--- src/design/source_text_tokenizer_unit_assert.svh ---
// Assertion macros for the tokenizer modules.
// Depends on nothing; included by modules that carry assertions.
`ifndef SOURCE_TEXT_TOKENIZER_UNIT_ASSERT_SVH
`define SOURCE_TEXT_TOKENIZER_UNIT_ASSERT_SVH

// Implication checked on every rising clock edge outside reset.
`define STT_ASSERT_IMPLY(label, clk, rstn, ante, cons, msg) \
    label: assert property (@(posedge clk) disable iff (!rstn) (ante) |-> (cons)) \
        else $error(msg);

// Next-cycle implication checked outside reset.
`define STT_ASSERT_NEXT(label, clk, rstn, ante, cons, msg) \
    label: assert property (@(posedge clk) disable iff (!rstn) (ante) |=> (cons)) \
        else $error(msg);

`endif

--- src/design/stt_pkg.sv ---
// Shared types, codes and lookup functions for the source text tokenizer.
// Depends on nothing.
package stt_pkg;

    localparam int WINDOW_BYTES = 8;
    localparam int OFFSET_WIDTH = 24;
    localparam int COUNT_WIDTH  = 16;
    localparam int LEN_WIDTH    = $clog2(WINDOW_BYTES) + 1;

    localparam logic [OFFSET_WIDTH-1:0] OFFSET_MAX = '1;
    localparam logic [COUNT_WIDTH-1:0]  COUNT_MAX  = '1;

    typedef enum logic [2:0] {
        MODE_IDLE      = 3'd0,
        MODE_IDENT     = 3'd1,
        MODE_NUMBER    = 3'd2,
        MODE_STRING    = 3'd3,
        MODE_DIRECTIVE = 3'd4,
        MODE_OPERATOR  = 3'd5
    } scan_mode_t;

    localparam logic [5:0] TK_EOF     = 6'd0;
    localparam logic [5:0] TK_INVALID = 6'd1;
    localparam logic [5:0] TK_IDENT   = 6'd2;
    localparam logic [5:0] TK_STRING  = 6'd3;
    localparam logic [5:0] TK_NUMBER  = 6'd4;
    localparam logic [5:0] TK_INCLUDE = 6'd6;
    localparam logic [5:0] TK_DEFINE  = 6'd7;
    localparam logic [5:0] TK_FN      = 6'd54;
    localparam logic [5:0] TK_PUB     = 6'd55;
    localparam logic [5:0] TK_CONST   = 6'd56;
    localparam logic [5:0] TK_VAR     = 6'd57;
    localparam logic [5:0] TK_RETURN  = 6'd58;
    localparam logic [5:0] TK_IF      = 6'd59;
    localparam logic [5:0] TK_FOR     = 6'd60;
    localparam logic [5:0] TK_WHILE   = 6'd61;

    typedef logic [WINDOW_BYTES*8-1:0] window_t;

    typedef struct packed {
        logic       kind;
        logic [7:0] char_code;
    } in_item_t;

    typedef struct packed {
        logic [5:0]              token_kind;
        logic [COUNT_WIDTH-1:0]  token_number;
        logic [OFFSET_WIDTH-1:0] start_offset;
        logic [COUNT_WIDTH-1:0]  token_length;
        logic [COUNT_WIDTH-1:0]  line_number;
        logic [COUNT_WIDTH-1:0]  column_number;
        logic                    last;
    } out_item_t;

    // Token descriptor from the scanner, without sequence number.
    typedef struct packed {
        logic [5:0]              token_kind;
        logic [OFFSET_WIDTH-1:0] start_offset;
        logic [COUNT_WIDTH-1:0]  token_length;
        logic [COUNT_WIDTH-1:0]  line_number;
        logic [COUNT_WIDTH-1:0]  column_number;
        logic                    last;
    } tok_t;

    // One queue entry: up to two tokens caused by one input item.
    typedef struct packed {
        logic [1:0] count;
        tok_t       first;
        tok_t       second;
    } tok_pair_t;

    function automatic logic is_alpha(input logic [7:0] c);
        return (c >= 8'h61 && c <= 8'h7A) || (c >= 8'h41 && c <= 8'h5A) || c == 8'h5F;
    endfunction

    function automatic logic is_digit(input logic [7:0] c);
        return c >= 8'h30 && c <= 8'h39;
    endfunction

    function automatic logic [5:0] lead_kind(input logic [7:0] p);
        case (p)
            8'h3D:   return 6'd8;
            8'h2B:   return 6'd10;
            8'h2D:   return 6'd13;
            8'h2A:   return 6'd16;
            8'h2F:   return 6'd21;
            8'h3C:   return 6'd48;
            8'h3E:   return 6'd49;
            8'h7C:   return 6'd18;
            8'h2E:   return 6'd37;
            default: return TK_INVALID;
        endcase
    endfunction

    // Zero means the pair is not an operator.
    function automatic logic [5:0] pair_kind(input logic [7:0] p, input logic [7:0] c);
        case (p)
            8'h3D:   return (c == 8'h3D) ? 6'd9 : 6'd0;
            8'h2B:   return (c == 8'h2B) ? 6'd11 : (c == 8'h3D) ? 6'd12 : 6'd0;
            8'h2D:   return (c == 8'h2D) ? 6'd14 : (c == 8'h3D) ? 6'd15 :
                            (c == 8'h3E) ? 6'd24 : 6'd0;
            8'h2A:   return (c == 8'h3D) ? 6'd17 : 6'd0;
            8'h2F:   return (c == 8'h2F) ? 6'd23 : (c == 8'h3D) ? 6'd22 : 6'd0;
            8'h3C:   return (c == 8'h3D) ? 6'd50 : (c == 8'h3C) ? 6'd53 : 6'd0;
            8'h3E:   return (c == 8'h3D) ? 6'd51 : (c == 8'h3E) ? 6'd52 : 6'd0;
            8'h7C:   return (c == 8'h7C) ? 6'd19 : 6'd0;
            8'h2E:   return (c == 8'h2E) ? 6'd38 : 6'd0;
            default: return 6'd0;
        endcase
    endfunction

    function automatic logic [5:0] single_kind(input logic [7:0] c);
        case (c)
            8'h28:   return 6'd46;
            8'h29:   return 6'd47;
            8'h7B:   return 6'd42;
            8'h7D:   return 6'd43;
            8'h5B:   return 6'd44;
            8'h5D:   return 6'd45;
            8'h3B:   return 6'd41;
            8'h26:   return 6'd35;
            8'h7E:   return 6'd20;
            8'h2C:   return 6'd29;
            8'h3F:   return 6'd33;
            8'h3A:   return 6'd26;
            8'h5E:   return 6'd39;
            8'h21:   return 6'd30;
            default: return TK_INVALID;
        endcase
    endfunction

    // Word packed first byte lowest, zero padded.
    function automatic window_t word_bits(input string s);
        window_t w;
        w = '0;
        for (int i = 0; i < s.len(); i++) begin
            w[i*8 +: 8] = s[i];
        end
        return w;
    endfunction

    function automatic logic [5:0] ident_kind(input window_t w,
                                              input logic [COUNT_WIDTH-1:0] len);
        logic [5:0] k;
        k = TK_IDENT;
        if (len == COUNT_WIDTH'(2) && w == word_bits("if"))     k = TK_IF;
        if (len == COUNT_WIDTH'(3) && w == word_bits("pub"))    k = TK_PUB;
        if (len == COUNT_WIDTH'(2) && w == word_bits("fn"))     k = TK_FN;
        if (len == COUNT_WIDTH'(3) && w == word_bits("for"))    k = TK_FOR;
        if (len == COUNT_WIDTH'(5) && w == word_bits("const"))  k = TK_CONST;
        if (len == COUNT_WIDTH'(3) && w == word_bits("var"))    k = TK_VAR;
        if (len == COUNT_WIDTH'(5) && w == word_bits("while"))  k = TK_WHILE;
        if (len == COUNT_WIDTH'(6) && w == word_bits("return")) k = TK_RETURN;
        return k;
    endfunction

    function automatic logic [5:0] directive_kind(input window_t w,
                                                  input logic [COUNT_WIDTH-1:0] len);
        logic [5:0] k;
        k = TK_INVALID;
        if (len == COUNT_WIDTH'(7) && w == word_bits("#define"))  k = TK_DEFINE;
        if (len == COUNT_WIDTH'(8) && w == word_bits("#include")) k = TK_INCLUDE;
        return k;
    endfunction

endpackage

--- src/design/stt_scanner.sv ---
// Front end: accepts bytes, tracks scan mode and position, classifies tokens.
// Depends on stt_pkg.
module stt_scanner (
    input  logic               aclk,
    input  logic               aresetn,
    input  logic               in_fire,
    input  stt_pkg::in_item_t  in_item,
    output logic               tok_valid,
    output stt_pkg::tok_pair_t tok_pair
);

    localparam int OW = stt_pkg::OFFSET_WIDTH;
    localparam int CW = stt_pkg::COUNT_WIDTH;
    localparam int WB = stt_pkg::WINDOW_BYTES;

    stt_pkg::scan_mode_t mode_reg, mode_next;
    logic [7:0]          pend_reg, pend_next;
    stt_pkg::window_t    win_reg, win_next;
    logic [CW-1:0]       len_reg, len_next;
    logic [OW-1:0]       tstart_reg, tstart_next;
    logic [CW-1:0]       tline_reg, tline_next;
    logic [CW-1:0]       tcol_reg, tcol_next;
    logic [OW-1:0]       off_reg, off_next;
    logic [CW-1:0]       line_reg, line_next;
    logic [CW-1:0]       col_reg, col_next;

    logic [7:0]          c;
    logic [5:0]          open_kind;
    logic [5:0]          pk;
    logic                fresh;
    stt_pkg::tok_pair_t  pr;
    stt_pkg::tok_t       t_open;
    stt_pkg::tok_t       t_new;
    logic [OW-1:0]       off_adv;
    logic [CW-1:0]       line_adv, col_adv;

    assign c = in_item.char_code;
    assign pk = stt_pkg::pair_kind(pend_reg, c);

    always_comb begin
        unique case (mode_reg)
            stt_pkg::MODE_IDENT:     open_kind = stt_pkg::ident_kind(win_reg, len_reg);
            stt_pkg::MODE_NUMBER:    open_kind = stt_pkg::TK_NUMBER;
            stt_pkg::MODE_DIRECTIVE: open_kind = stt_pkg::directive_kind(win_reg, len_reg);
            stt_pkg::MODE_OPERATOR:  open_kind = stt_pkg::lead_kind(pend_reg);
            default:                 open_kind = stt_pkg::TK_INVALID;
        endcase
    end

    // Position after consuming c
    always_comb begin
        off_adv  = (off_reg == stt_pkg::OFFSET_MAX) ? off_reg : off_reg + OW'(1);
        line_adv = line_reg;
        col_adv  = (col_reg == stt_pkg::COUNT_MAX) ? col_reg : col_reg + CW'(1);
        if (c == 8'h0A) begin
            line_adv = (line_reg == stt_pkg::COUNT_MAX) ? line_reg : line_reg + CW'(1);
            col_adv  = CW'(1);
        end
    end

    always_comb begin
        mode_next   = mode_reg;
        pend_next   = pend_reg;
        win_next    = win_reg;
        len_next    = len_reg;
        tstart_next = tstart_reg;
        tline_next  = tline_reg;
        tcol_next   = tcol_reg;
        off_next    = off_reg;
        line_next   = line_reg;
        col_next    = col_reg;
        pr          = '0;
        fresh       = 1'b0;

        t_open.token_kind    = open_kind;
        t_open.start_offset  = tstart_reg;
        t_open.token_length  = len_reg;
        t_open.line_number   = tline_reg;
        t_open.column_number = tcol_reg;
        t_open.last          = 1'b0;

        t_new.token_kind    = stt_pkg::single_kind(c);
        t_new.start_offset  = off_reg;
        t_new.token_length  = CW'(1);
        t_new.line_number   = line_reg;
        t_new.column_number = col_reg;
        t_new.last          = 1'b1;

        if (in_item.kind) begin
            t_new.token_kind   = stt_pkg::TK_EOF;
            t_new.token_length = '0;
            if (mode_reg != stt_pkg::MODE_IDLE) begin
                if (mode_reg == stt_pkg::MODE_STRING) t_open.token_kind = stt_pkg::TK_INVALID;
                pr.count  = 2'd2;
                pr.first  = t_open;
                pr.second = t_new;
            end else begin
                pr.count = 2'd1;
                pr.first = t_new;
            end
            mode_next = stt_pkg::MODE_IDLE;
            pend_next = '0;
            win_next  = '0;
            len_next  = '0;
            off_next  = '0;
            line_next = CW'(1);
            col_next  = CW'(1);
        end else begin
            unique case (mode_reg)
                stt_pkg::MODE_IDENT, stt_pkg::MODE_DIRECTIVE, stt_pkg::MODE_NUMBER: begin
                    if (stt_pkg::is_digit(c) ||
                        (mode_reg != stt_pkg::MODE_NUMBER && stt_pkg::is_alpha(c))) begin
                        if (len_reg < CW'(WB)) win_next[len_reg[stt_pkg::LEN_WIDTH-2:0]*8 +: 8] = c;
                        len_next = (len_reg == stt_pkg::COUNT_MAX) ? len_reg : len_reg + CW'(1);
                        off_next = off_adv;
                        line_next = line_adv;
                        col_next = col_adv;
                    end else begin
                        pr.count = 2'd1;
                        pr.first = t_open;
                        mode_next = stt_pkg::MODE_IDLE;
                        pend_next = '0;
                        fresh = 1'b1;
                    end
                end
                stt_pkg::MODE_STRING: begin
                    len_next = (len_reg == stt_pkg::COUNT_MAX) ? len_reg : len_reg + CW'(1);
                    off_next = off_adv;
                    line_next = line_adv;
                    col_next = col_adv;
                    if (c == 8'h22) begin
                        pr.count = 2'd1;
                        pr.first = t_open;
                        pr.first.token_kind = stt_pkg::TK_STRING;
                        pr.first.token_length = len_next;
                        pr.first.last = 1'b1;
                        mode_next = stt_pkg::MODE_IDLE;
                        pend_next = '0;
                    end
                end
                stt_pkg::MODE_OPERATOR: begin
                    if (pk != 6'd0) begin
                        len_next = (len_reg == stt_pkg::COUNT_MAX) ? len_reg : len_reg + CW'(1);
                        off_next = off_adv;
                        line_next = line_adv;
                        col_next = col_adv;
                        pr.count = 2'd1;
                        pr.first = t_open;
                        pr.first.token_kind = pk;
                        pr.first.token_length = len_next;
                        pr.first.last = 1'b1;
                        mode_next = stt_pkg::MODE_IDLE;
                        pend_next = '0;
                    end else begin
                        pr.count = 2'd1;
                        pr.first = t_open;
                        mode_next = stt_pkg::MODE_IDLE;
                        pend_next = '0;
                        fresh = 1'b1;
                    end
                end
                default: fresh = 1'b1;
            endcase

            if (fresh) begin
                off_next  = off_adv;
                line_next = line_adv;
                col_next  = col_adv;
                if (c == 8'h20 || c == 8'h09 || c == 8'h0A) begin
                    if (pr.count != 2'd0) pr.first.last = 1'b1;
                end else begin
                    tstart_next = off_reg;
                    tline_next  = line_reg;
                    tcol_next   = col_reg;
                    win_next    = '0;
                    win_next[7:0] = c;
                    len_next    = CW'(1);
                    if (stt_pkg::is_alpha(c)) mode_next = stt_pkg::MODE_IDENT;
                    else if (stt_pkg::is_digit(c)) mode_next = stt_pkg::MODE_NUMBER;
                    else if (c == 8'h22) mode_next = stt_pkg::MODE_STRING;
                    else if (c == 8'h23) mode_next = stt_pkg::MODE_DIRECTIVE;
                    else if (stt_pkg::lead_kind(c) != stt_pkg::TK_INVALID) begin
                        mode_next = stt_pkg::MODE_OPERATOR;
                        pend_next = c;
                    end else begin
                        if (pr.count == 2'd0) begin
                            pr.count = 2'd1;
                            pr.first = t_new;
                        end else begin
                            pr.count  = 2'd2;
                            pr.second = t_new;
                        end
                    end
                    if (pr.count == 2'd1 && mode_next != stt_pkg::MODE_IDLE)
                        pr.first.last = 1'b1;
                end
            end
        end
    end

    always_ff @(posedge aclk) begin
        if (!aresetn) begin
            mode_reg   <= stt_pkg::MODE_IDLE;
            pend_reg   <= '0;
            win_reg    <= '0;
            len_reg    <= '0;
            tstart_reg <= '0;
            tline_reg  <= CW'(1);
            tcol_reg   <= CW'(1);
            off_reg    <= '0;
            line_reg   <= CW'(1);
            col_reg    <= CW'(1);
        end else if (in_fire) begin
            mode_reg   <= mode_next;
            pend_reg   <= pend_next;
            win_reg    <= win_next;
            len_reg    <= len_next;
            tstart_reg <= tstart_next;
            tline_reg  <= tline_next;
            tcol_reg   <= tcol_next;
            off_reg    <= off_next;
            line_reg   <= line_next;
            col_reg    <= col_next;
        end
    end

    assign tok_valid = in_fire && (pr.count != 2'd0);
    assign tok_pair  = pr;

endmodule

--- src/design/stt_emitter.sv ---
// Back end: queue of token pairs, numbering and output register.
// Depends on stt_pkg and the assertion header.
`include "source_text_tokenizer_unit_assert.svh"
module stt_emitter (
    input  logic                aclk,
    input  logic                aresetn,
    input  logic                tok_valid,
    input  stt_pkg::tok_pair_t  tok_pair,
    output logic                q_has_room,
    output logic                m_valid,
    input  logic                m_ready,
    output stt_pkg::out_item_t  m_data
);

    localparam int CW = stt_pkg::COUNT_WIDTH;

    stt_pkg::tok_pair_t  q_mem [4];
    logic [1:0]          wp_reg, rp_reg;
    logic [2:0]          cnt_reg;
    logic                sub_reg;
    logic [CW-1:0]       num_reg;
    logic                ov_reg;
    stt_pkg::out_item_t  od_reg;
    stt_pkg::tok_pair_t  head;
    stt_pkg::tok_t       cur;
    logic                pop_tok, pop_entry, push;

    assign head       = q_mem[rp_reg];
    assign cur        = sub_reg ? head.second : head.first;
    assign q_has_room = cnt_reg != 3'd4;
    assign push       = tok_valid;
    assign pop_tok    = (cnt_reg != 3'd0) && (!ov_reg || m_ready);
    assign pop_entry  = pop_tok && (sub_reg || head.count == 2'd1);

    always_ff @(posedge aclk) begin
        if (push) q_mem[wp_reg] <= tok_pair;
        if (pop_tok) begin
            od_reg.token_kind    <= cur.token_kind;
            od_reg.token_number  <= num_reg;
            od_reg.start_offset  <= cur.start_offset;
            od_reg.token_length  <= cur.token_length;
            od_reg.line_number   <= cur.line_number;
            od_reg.column_number <= cur.column_number;
            od_reg.last          <= cur.last;
        end
    end

    always_ff @(posedge aclk) begin
        if (!aresetn) begin
            wp_reg  <= '0;
            rp_reg  <= '0;
            cnt_reg <= '0;
            sub_reg <= 1'b0;
            num_reg <= '0;
            ov_reg  <= 1'b0;
        end else begin
            if (push) wp_reg <= wp_reg + 2'd1;
            if (pop_entry) rp_reg <= rp_reg + 2'd1;
            cnt_reg <= cnt_reg + 3'(push) - 3'(pop_entry);
            if (pop_tok) begin
                sub_reg <= !pop_entry;
                num_reg <= num_reg + CW'(1);
            end
            if (pop_tok) ov_reg <= 1'b1;
            else if (m_ready) ov_reg <= 1'b0;
        end
    end

    assign m_valid = ov_reg;
    assign m_data  = od_reg;

    `STT_ASSERT_IMPLY(a_no_overflow, aclk, aresetn, push, cnt_reg <= 3'd3 || pop_entry, "queue overflow")
    `STT_ASSERT_IMPLY(a_cnt_range, aclk, aresetn, 1'b1, cnt_reg <= 3'd4, "queue count out of range")
    `STT_ASSERT_NEXT(a_num_step, aclk, aresetn, pop_tok, num_reg == $past(num_reg) + CW'(1), "numbering skipped")
    `STT_ASSERT_IMPLY(a_sub_only_pair, aclk, aresetn, sub_reg, cnt_reg != 3'd0 && head.count == 2'd2, "second slot without pair")

endmodule

--- src/design/source_text_tokenizer_unit.sv ---
// Top level of the streaming source text tokenizer.
// Depends on stt_pkg, stt_scanner and stt_emitter.
//
// Usage: feed one source byte per transaction on s_ (kind 0), or an end-of-input
// mark (kind 1). Each token leaves on m_ as one transaction carrying kind, sequence
// number, start offset, length, line and column; last marks the final token that
// one input transaction caused. One input causes zero, one or two tokens.
// m_valid rises once the token that an accepted byte ends has passed the token
// queue and then the output register, when the queue and output register are empty.
// Throughput: one input per cycle while m_ready stays high, as long as each byte
// makes at most one token; a byte that makes two tokens sends both through the
// single output register, which drains the token queue one token per cycle.
// The scanner sits in front of a four-entry queue of token pairs; s_ready drops
// only when that queue cannot take another entry, so a stalled receiver backs
// up the queue first and then stops input.
// Reset (aresetn low, synchronous) returns scan mode, position counters and the
// token counter to their start values and empties the queue.
module source_text_tokenizer_unit (
    input  logic               aclk,
    input  logic               aresetn,
    input  logic               s_valid,
    output logic               s_ready,
    input  stt_pkg::in_item_t  s_data,
    output logic               m_valid,
    input  logic               m_ready,
    output stt_pkg::out_item_t m_data
);

    logic               room;
    logic               tok_valid;
    stt_pkg::tok_pair_t tok_pair;

    // Queue admits at most one entry per accepted transaction, so room gates input.
    assign s_ready = room;

    stt_scanner u_scanner (
        .aclk      (aclk),
        .aresetn   (aresetn),
        .in_fire   (s_valid && s_ready),
        .in_item   (s_data),
        .tok_valid (tok_valid),
        .tok_pair  (tok_pair)
    );

    stt_emitter u_emitter (
        .aclk       (aclk),
        .aresetn    (aresetn),
        .tok_valid  (tok_valid),
        .tok_pair   (tok_pair),
        .q_has_room (room),
        .m_valid    (m_valid),
        .m_ready    (m_ready),
        .m_data     (m_data)
    );

endmodule
--- config.mk ---
export PLATFORM = sky130hd
export DESIGN_NAME = source_text_tokenizer_unit
export DESIGN_NICKNAME = d
export VERILOG_FILES = /design/src/design/stt_pkg.sv /design/src/design/stt_scanner.sv /design/src/design/stt_emitter.sv /design/src/design/source_text_tokenizer_unit.sv
export VERILOG_INCLUDE_DIRS = /design/src /design/src/design
export SDC_FILE = /design/constraint.sdc
export NUM_CORES = 1
export LEC_CHECK = 0
export ABC_AREA = 1
export BUFFER_PORTS_ARGS = -buffer_cell sky130_fd_sc_hd__clkbuf_2
export CAP_MARGIN = 20
export CELL_PAD_IN_SITES_DETAIL_PLACEMENT = 0
export CELL_PAD_IN_SITES_GLOBAL_PLACEMENT = 2
export CORE_ASPECT_RATIO = 0.5
export CORE_MARGIN = 5
export CORE_UTILIZATION = 25
export CTS_CLUSTER_DIAMETER = 60
export DETAILED_ROUTE_END_ITERATION = 16
export PLACE_DENSITY = 0.61
export SLEW_MARGIN = 0
export SYNTH_ARGS = -nofsm -noshare
export SYNTH_HDL_FRONTEND = slang
export SYNTH_SLANG_ARGS = --single-unit
--- constraint.sdc ---
create_clock -name aclk -period 17.44 [get_ports aclk]
set_clock_uncertainty 0.05 [all_clocks]
set_input_delay 5.232 -clock aclk [delete_from_list [all_inputs] [get_ports aclk]]
set_output_delay 5.232 -clock aclk [all_outputs]
set_load 0.02 [all_outputs]
==> results.toml, run 1 <==
[logic_synthesis]
synth_top_area_frac = 0.506
seq_area_frac_synth = 0.621
avgSynthCellArea_um2 = 9.52
ys_ff_latch = 901
synth_top_area_cell = "edfxtp_1"
synth_fa_ha_area_frac = 0.00553
async_reset_ff_frac = 0
synth_edf_count = 671
synth_top_family_by_area = "simple AND/OR/NAND/NOR gates"
yosysWarnings = 0
synth_compound_area_frac = 0.139
muxShareOfSynthArea = 0
synth_top_flop_cell = "edfxtp_1"
postSynthCellCount = 4183
syn_nets = 4213
yosys.area_share.xor_xnor = 0.00220
synthTopCellsByArea = "edfxtp_1 (51%), dfxtp_1 (12%), nor2_1 (7.4%), nand2_1 (5.4%), o21ai_0 (5.1%)"
synth.most_common_cell = "nor2_1"
synth_area_mm2 = 0.0398
synth-simple-area-share = 0.174
synth.distinct_cells = 52
synth_commonest_cells = "nor2_1 (781), edfxtp_1 (671), nand2_1 (570)"

[place]
place_congestion = 0.827
io_buffers = 109
dp_slack_ns = 7.27
dp_hpwl_um = 76900

[worst_setup_path]
cp-start-kind = "input port"
crit_family = "simple AND/OR/NAND/NOR gates"
crit_path_max_fanout = 129
end_kind = "flip-flop"
crit_type = "in2reg"
cp_common_cell = "nand2_1"
critical_path.slowest_cell = "buf_12"
max_stage_delay_ns = 0.72
cp.required_ns = 17.70
critPathArrivalTime_ns = 9.65
critPathBufInv = 5
crit_chain = "clkbuf_2 -> inv_2 -> nor2_1 -> nand2_1 -> nor2_1 -> inv_2 -> nor2_1 -> nand2_1 -> nand2_1 -> nand2_2 -> inv_2 -> ha_1 -> or2_2 -> nand2_1 -> nand2_1 -> nand2_1 -> nand2_1 -> nand2_1 -> nand3_1 -> nand2_1 -> nor2_4 -> buf_12"

[layout]
largest_reg_flops = 576
area.growth.synth_to_final_pct = 14.7
drive_gt1_frac = 0.0848
fin_nets = 4241

[power]
p_seq_frac = 0.442
swShare = 0.328
power_frac_comb = 0.223
power.switching_w = 0.00206
power.density_mw_per_mm2 = 137
p_clk_frac = 0.334
p_int_w = 0.00421
leakage_nw = 15.8
ir_worst_vdd_mv = 0.0853

[cts]
cts_root_buf = "clkbuf_16"
clock_latency_ns = 0.69
post_cts_resized = 0
cts_buffer_depth = 3
cts_tree = "done"
clk_pin_slew_ns = 0.06
cts_num_sinks = 901
cts_setup_buffers = 0
cts_buffers = 96
hold_buffers = 0
htree_levels = 3

[run_status]
status = "completed"

[sta]
setup_violations = 0
worstMarginPinSlew_ns = 1.08
post-route-period-util = 0.538
drv_slew = 0
hold_viol_final = 0
timing.fmax_ghz = 0.107
fin_setup_tns_ns = 0
min_period_ns = 9.38
slew_headroom = 0.275
rsz0062_at_grt = "false"
setup_slack_ns = 8.06

[floorplanning]
io_pins = 110
die_x_um = 574
die_y_um = 292
start_util = 0.252
rows = 103
coreArea_mm2 = 0.158
die_area_mm2 = 0.168

[hold_path]
holdCritPathClass = "reg2reg"

[global_route]
grt_start_max_net_pins = 194
antenna_found_initial = 4
grt_pass1_vias = 29898
overflow = 0
track_usage = 0.149
grt_pass1_wl_um = 192000

[routing]
via_per_inst = 4.71
drc_errors = 0
vias = 30095
ant_nets = 0
first_pass_iters = 5
wl_um = 128000
initialDrtViolationCount = 2212
wl_per_cell_um = 20.1

[flow_run]
cap_violations = 0
==> metal layers <==
metal  track usage  vias to the layer above  part of all wire
met5             0                        -           0.00010
met4        0.0351                        2             0.020
met3        0.0210                      149             0.040
met2         0.250                      592              0.47
met1         0.204                    14781              0.47
li1              -                    14571                 -
==> cell families after synthesis <==
kind of cell	count (synthesis)
compound gates	1005
xor+xnor	10
buf+inv	567
simple gates	1683
fa+ha+maj	17
flops	901
==> area by class of cell <==
type	instances	area, um2
repair buffers	142	878
flip-flops and latches	901	24800
inverters	355	1360
diodes	2	5.00
clock inverters	42	508
well taps	2100	2630
fillers	16411	112000
multi-input cells	2715	12800
clock buffers	138	2730
==> worst register-to-register path, cell delays in order, from the launching register on <==
cell and delay (ns):
dfxtp_1 0.45, inv_1 0.13, nand3_1 0.27, inv_1 0.24, nor2_2 0.35, nand2_2 0.40, nor2_1 0.60, nor2_2 0.23
inv_2 0.74, nand2_1 0.24, inv_4 0.16, buf_4 0.78, nor2_1 0.29
==> cells in the final DEF, fill, tap and decap left out, drive strengths merged, types with 4 or more instances in the layout <==
cell type,synthesis,final
clkbuf,153,246
clkinvlp,0,5
nand2,584,584
clkinv,9,33
edfxtp,671,671
nor3,78,78
inv,346,352
a21oi,261,261
o211ai,43,43
ha,16,16
o2111ai,5,5
bufinv,0,7
o22ai,123,123
a211oi,10,10
nor2,797,797
nand3b,5,5
nor3b,7,7
buf,59,34
xor2,9,9
nand4,42,42
o31ai,16,16
dfxtp,230,230
a221oi,6,6
o21a,6,6
a31oi,68,68
o21ai,460,460
nand3,146,146
nor4,16,16
or2,4,4
==> per-stage QoR <==
step	area, um2	hold WS [ns]	std cells	total power (W)	utilization
final	45700	0.383	6395	0.00627	0.289
after global routing	45700	0.390	6393	0.00661	0.289
after CTS	45700	0.384	6393	0.00640	0.289
after detailed placement	42500	0.371	6213	0.00427	0.268
after global placement	42400	0.371	6212	0.00425	0.268
after floorplan	39800	0.358	4183	0.00371	-
==> power by group through the flow <==
stage	logic [W]	clock network, W	registers (W)
floorplan	0.000731	0	0.00298
CTS	0.00145	0.00217	0.00278
finish	0.00140	0.00210	0.00277
global route	0.00155	0.00226	0.00280
global placement	0.00144	0	0.00282
detailed placement	0.00145	0	0.00282
==> final timing paths <==
| kind | to | cells past startpoint | slack (ns) | start |
|---|---|---|---|---|
| max | u_emitter.q_mem[2][132] | 22 | 8.06 | s_data[5] |
| min | u_emitter.m_data[88] | 0 | 0.38 | u_emitter.num_reg[15] |
| min reg2reg | u_emitter.m_data[88] | 0 | 0.38 | u_emitter.num_reg[15] |
| max reg2reg | u_emitter.q_mem[0][64] | 12 | 12.22 | u_scanner.mode_reg[1] |
(Power assumes the default switching activity.)
==> run 2: changes to the inputs <==
- clock period: 17.44 -> 9.3 ns (I/O delays scaled with it)
==> run 2 against run 1 <==
Net effect: clock-buffer cell count shrank 12; critical path depth shrank 1; global-route usage hardly changed; flip-flop and latch count unchanged; power up 89%; setup slack got worse by 5.4 ns; clock power increased by 89%; largest power group unchanged; via count decreased by 0.11%; non-clock buffer count increased by 13.
==> results.toml, run 2 (synthesized netlist as in run 1, its figures left out) <==
[run_status]
status = "completed"

[sta]
worstMarginPinSlew_ns = 1.09
setup_slack_ns = 2.65
rsz0062_at_grt = "false"
slew_headroom = 0.276
post-route-period-util = 0.716
fin_hold_ws_ns = 0.382
timing.fmax_ghz = 0.150
setup_violations = 0
drv_slew = 0
hold_viol_final = 0
fin_setup_tns_ns = 0
min_period_ns = 6.66

[place]
place_congestion = 0.822
dp_cells = 6225
io_buffers = 109
dp_hpwl_um = 80000
dp_slack_ns = 1.86

[floorplanning]
io_pins = 110
die_y_um = 292
die_area_mm2 = 0.168
die_x_um = 574
start_util = 0.252
coreArea_mm2 = 0.158
rows = 103

[power]
p_clk_frac = 0.335
swShare = 0.326
leakage_nw = 15.9
power.density_mw_per_mm2 = 258
finalPower_w = 0.0118
p_seq_frac = 0.442
power_frac_comb = 0.223
ir_worst_vdd_mv = 0.197
p_int_w = 0.00798
power.switching_w = 0.00386

[routing]
ant_nets = 0
wl_um = 129000
vias = 30062
drc_errors = 0
first_pass_iters = 6
wl_per_cell_um = 20.1
initialDrtViolationCount = 2017
via_per_inst = 4.69

[layout]
drive_gt1_frac = 0.0874
fin_nets = 4253
final_cells = 6404
fill_cells = 16418
area.growth.synth_to_final_pct = 15.2
multiInputGateArea_mm2 = 0.0128
layout.area.seq_mm2 = 0.0248
mostFrequentLayoutCells = "nor2_1 (776), edfxtp_1 (671), nand2_1 (569)"
largest_reg_flops = 576
layout_commonest_cell = "nor2_1"

[worst_setup_path]
critPathArrivalTime_ns = 6.95
crit_type = "in2reg"
cp_common_cell = "nand2_1"
ff2ff_path_depth = 18
r2r_start = "u_scanner.mode_reg[1]"
timing.rr.end = "u_emitter.q_mem[2][117]"
r2r_slack_ns = 4.42
cp.required_ns = 9.60
max_stage_delay_ns = 0.89
cp-start-kind = "input port"
end_kind = "flip-flop"
critical_path.slowest_cell = "nor2_4"
crit_path_max_fanout = 22
crit_chain = "clkbuf_2 -> inv_1 -> nand2_1 -> o21ai_0 -> nand3_1 -> nand3_1 -> nand2_2 -> nand2_2 -> nand2_2 -> inv_2 -> ha_1 -> or2_2 -> nand2_1 -> nand2_1 -> nand2_1 -> nand2_1 -> nand2_1 -> nand3_1 -> nand2_1 -> nor2_4 -> buf_4"

[cts]
clk_pin_slew_ns = 0.06
cts_num_sinks = 901
cts_root_buf = "clkbuf_16"
clock_latency_ns = 0.68
cts_buffer_depth = 3
cts_buffers = 95
cts_tree = "done"
hold_buffers = 0
post_cts_resized = 0
htree_levels = 3
cts_setup_buffers = 0

[hold_path]
holdPathEnd = "u_emitter.m_data[88]"
holdCritPathClass = "reg2reg"
hp-start = "u_emitter.num_reg[15]"
whs_path_depth = 0

[global_route]
grt_start_max_net_pins = 138
grt_pass1_wl_um = 192000
antenna_found_initial = 4
overflow = 0
grt_pass1_vias = 29570
track_usage = 0.149

[flow_run]
cap_violations = 0
[run 2: changes by cell type in the layout (fill, tap and decap cells not counted), sizes merged]
cell and change:
buf +13, bufinv +5, clkbuf -12, clkinv +6, clkinvlp -3
[run 2: worst max-delay path by stage]
stage,slack (ns),cells after the start,startpoint,endpoint
after floorplan,-2.02,21,s_data[1],u_emitter.q_mem[0][0]
after global placement,1.91,22,s_data[5],u_emitter.q_mem[3][95]
after detailed placement,1.86,19,s_data[5],u_emitter.q_mem[3][95]
after CTS,2.60,19,s_data[5],u_emitter.q_mem[3][90]
after global routing,2.21,19,s_data[5],u_emitter.q_mem[2][117]
final,2.65,21,s_data[2],u_emitter.q_mem[2][117]
[run 2: per-layer routing]
layer	vias up	global-route usage	part of all wire	wire, um
met5	-	0	0.00010	13
met4	2	0.0353	0.021	2650
met3	150	0.0207	0.039	4970
met2	565	0.246	0.46	59500
met1	14732	0.207	0.48	61600
li1	14613	-	-	-
[run 2: layout make-up]
cell class	instances	share of cell area
clock buffer	126	0.0565
antenna	2	0.000109
multi-input combinational	2715	0.280
tap	2100	0.0572
clock inverter	50	0.0143
inverter	355	0.0296
sequential	901	0.540
timing repair buffer	155	0.0233
[run 2: critical path: cells and delay by family]
kind                       cells  cell delay (ns)
and+or+nand+nor               15             2.74
AOI/OAI and AO/OA              1             0.11
adders and majority gates      1             0.29
buffers and inverters          4             0.96
[run 2: power groups by stage]
stage               clock, W  combinational (W)  sequential (W)
floorplan                  0            0.00137         0.00559
global placement           0            0.00271         0.00531
detailed placement         0            0.00272         0.00532
CTS                  0.00410            0.00273         0.00524
global route         0.00427            0.00292         0.00528
finish               0.00397            0.00264         0.00523
[run 2: stage by stage]
step                instance area (um2)   util
global route                      45900  0.290
detailed placement                42600  0.270
CTS                               45900  0.290
finish                            45900  0.290
global placement                  42600  0.269
floorplan                         39800      -
==> run 3: changes to the inputs <==
- PLACE_DENSITY: 0.61 -> 0.63
- clock period: 9.3 -> 5.82 ns (I/O delays scaled with it)
==> run 3 against run 2 <==
Net effect: die area stayed put; hold slack worse by 0.0016 ns; clock power up 54%; global-route usage decreased by 0.40 points.
==> results.toml, run 3 (synthesized netlist as in run 1, its figures left out) <==
[cts]
cts_buffer_depth = 3
cts_num_sinks = 901
htree_levels = 3
post_cts_resized = 0
clk_pin_slew_ns = 0.06
cts_root_buf = "clkbuf_16"
hold_buffers = 0
cts_buffers = 95
clock_latency_ns = 0.68
cts_setup_buffers = 0
cts_tree = "done"

[layout]
multiInputGateArea_mm2 = 0.0130
area.growth.synth_to_final_pct = 15.4
fill_cells = 16412
mostFrequentLayoutCells = "nor2_1 (771), edfxtp_1 (671), nand2_1 (563)"
layout.area.seq_mm2 = 0.0248
largest_reg_flops = 576
fin_nets = 4268
fin_area_mm2 = 0.0460
drive_gt1_frac = 0.0936
layout_commonest_cell = "nor2_1"

[sta]
slew_headroom = 0.292
worstMarginPinSlew_ns = 1.06
drv_slew = 0
post-route-period-util = 0.865
rsz0062_at_grt = "false"
hold_viol_final = 0
min_period_ns = 5.04
timing.fmax_ghz = 0.199
setup_violations = 0

[place]
placed_cell_area_mm2 = 0.0429
dp_hpwl_um = 78000
place_congestion = 0.848
io_buffers = 109

[routing]
initialDrtViolationCount = 2371
via_per_inst = 4.68
wl_um = 126000
first_pass_iters = 6
vias = 30047
wl_per_cell_um = 19.6
ant_nets = 0
drc_errors = 0

[global_route]
grt_pass1_wl_um = 188000
use_met1 = 0.201
grt_pass1_vias = 29168
antenna_found_initial = 4
top_usage_layer = "met2"
use_met2 = 0.239
track_usage = 0.145
grt_start_max_net_pins = 147
overflow = 0
gr-usage-met3 = 0.0213

[power]
p_int_w = 0.0125
ir_worst_vdd_mv = 0.229
power.switching_w = 0.00610
leakage_nw = 15.9
power.density_mw_per_mm2 = 406
p_seq_frac = 0.445
power_frac_comb = 0.227
finalPower_w = 0.0187
swShare = 0.327
p_clk_frac = 0.328

[worst_setup_path]
critPathBufInv = 3
cp-start-kind = "input port"
crit_chain = "clkbuf_2 -> inv_2 -> nor2_1 -> nand2_2 -> nor2_2 -> nand3_1 -> nand3_1 -> nor2_4 -> nand3_4 -> nand3_4 -> nand2_1 -> nand2_1 -> nand3_2 -> nand2_4 -> nor2_4 -> buf_4"
critical_path.slowest_cell = "nor2_4"
crit_path_max_fanout = 28
crit_type = "in2reg"
cp.required_ns = 6.10
crit_family = "simple AND/OR/NAND/NOR gates"
max_stage_delay_ns = 0.80
critPathArrivalTime_ns = 5.32
end_kind = "flip-flop"

[floorplanning]
start_util = 0.252
die_x_um = 574
io_pins = 110
die_y_um = 292
die_area_mm2 = 0.168
rows = 103
coreArea_mm2 = 0.158

[flow_run]
cap_violations = 0

[run_status]
status = "completed"

[hold_path]
holdCritPathClass = "reg2reg"
==> run 3: final timing paths <==
path | start | to | slack, ns | cells after the start
worst max register to register | u_scanner.mode_reg[2] | u_emitter.q_mem[3][51] | 1.56 | 18
worst min register to register | u_emitter.num_reg[15] | u_emitter.m_data[88] | 0.38 | 0
worst max-delay path | s_data[0] | u_emitter.q_mem[3][51] | 0.78 | 16
worst min-delay path | u_emitter.num_reg[15] | u_emitter.m_data[88] | 0.38 | 0
==> run 3: area by class of cell <==
| cell class | instances | area share |
|---|---|---|
| flip-flops and latches | 901 | 0.539 |
| repair buffers | 170 | 0.0249 |
| clock buffers | 129 | 0.0571 |
| multi-input cells | 2715 | 0.282 |
| well taps | 2100 | 0.0571 |
| diodes | 1 | 0.0000544 |
| clock inverters | 46 | 0.0106 |
| inverters | 355 | 0.0296 |
==> run 3: metal layers <==
layer | up-vias | share of wire
met1 | 14701 | 0.48
met5 | - | 0
met4 | 0 | 0.021
met2 | 563 | 0.47
met3 | 154 | 0.038
li1 | 14629 | -
==> run 3: power groups by stage <==
stage	Clock, W	Sequential, W	Combinational, W
finish	0.00611	0.00830	0.00423
global route	0.00658	0.00838	0.00468
CTS	0.00630	0.00831	0.00439
detailed placement	0	0.00845	0.00437
global placement	0	0.00843	0.00434
floorplan	0	0.00885	0.00221
==> run 3: through the flow <==
step	setup slack, ns	util	TNS (ns)	cells	hold WS, ns
after floorplan	-0.205	-	-109.05	4183	0.358
after global placement	0.137	0.271	0	6241	0.372
after detailed placement	0.104	0.271	0	6241	0.372
after CTS	0.864	0.291	0	6416	0.385
after global routing	0.543	0.291	0	6416	0.394
final	0.783	0.291	0	6417	0.381
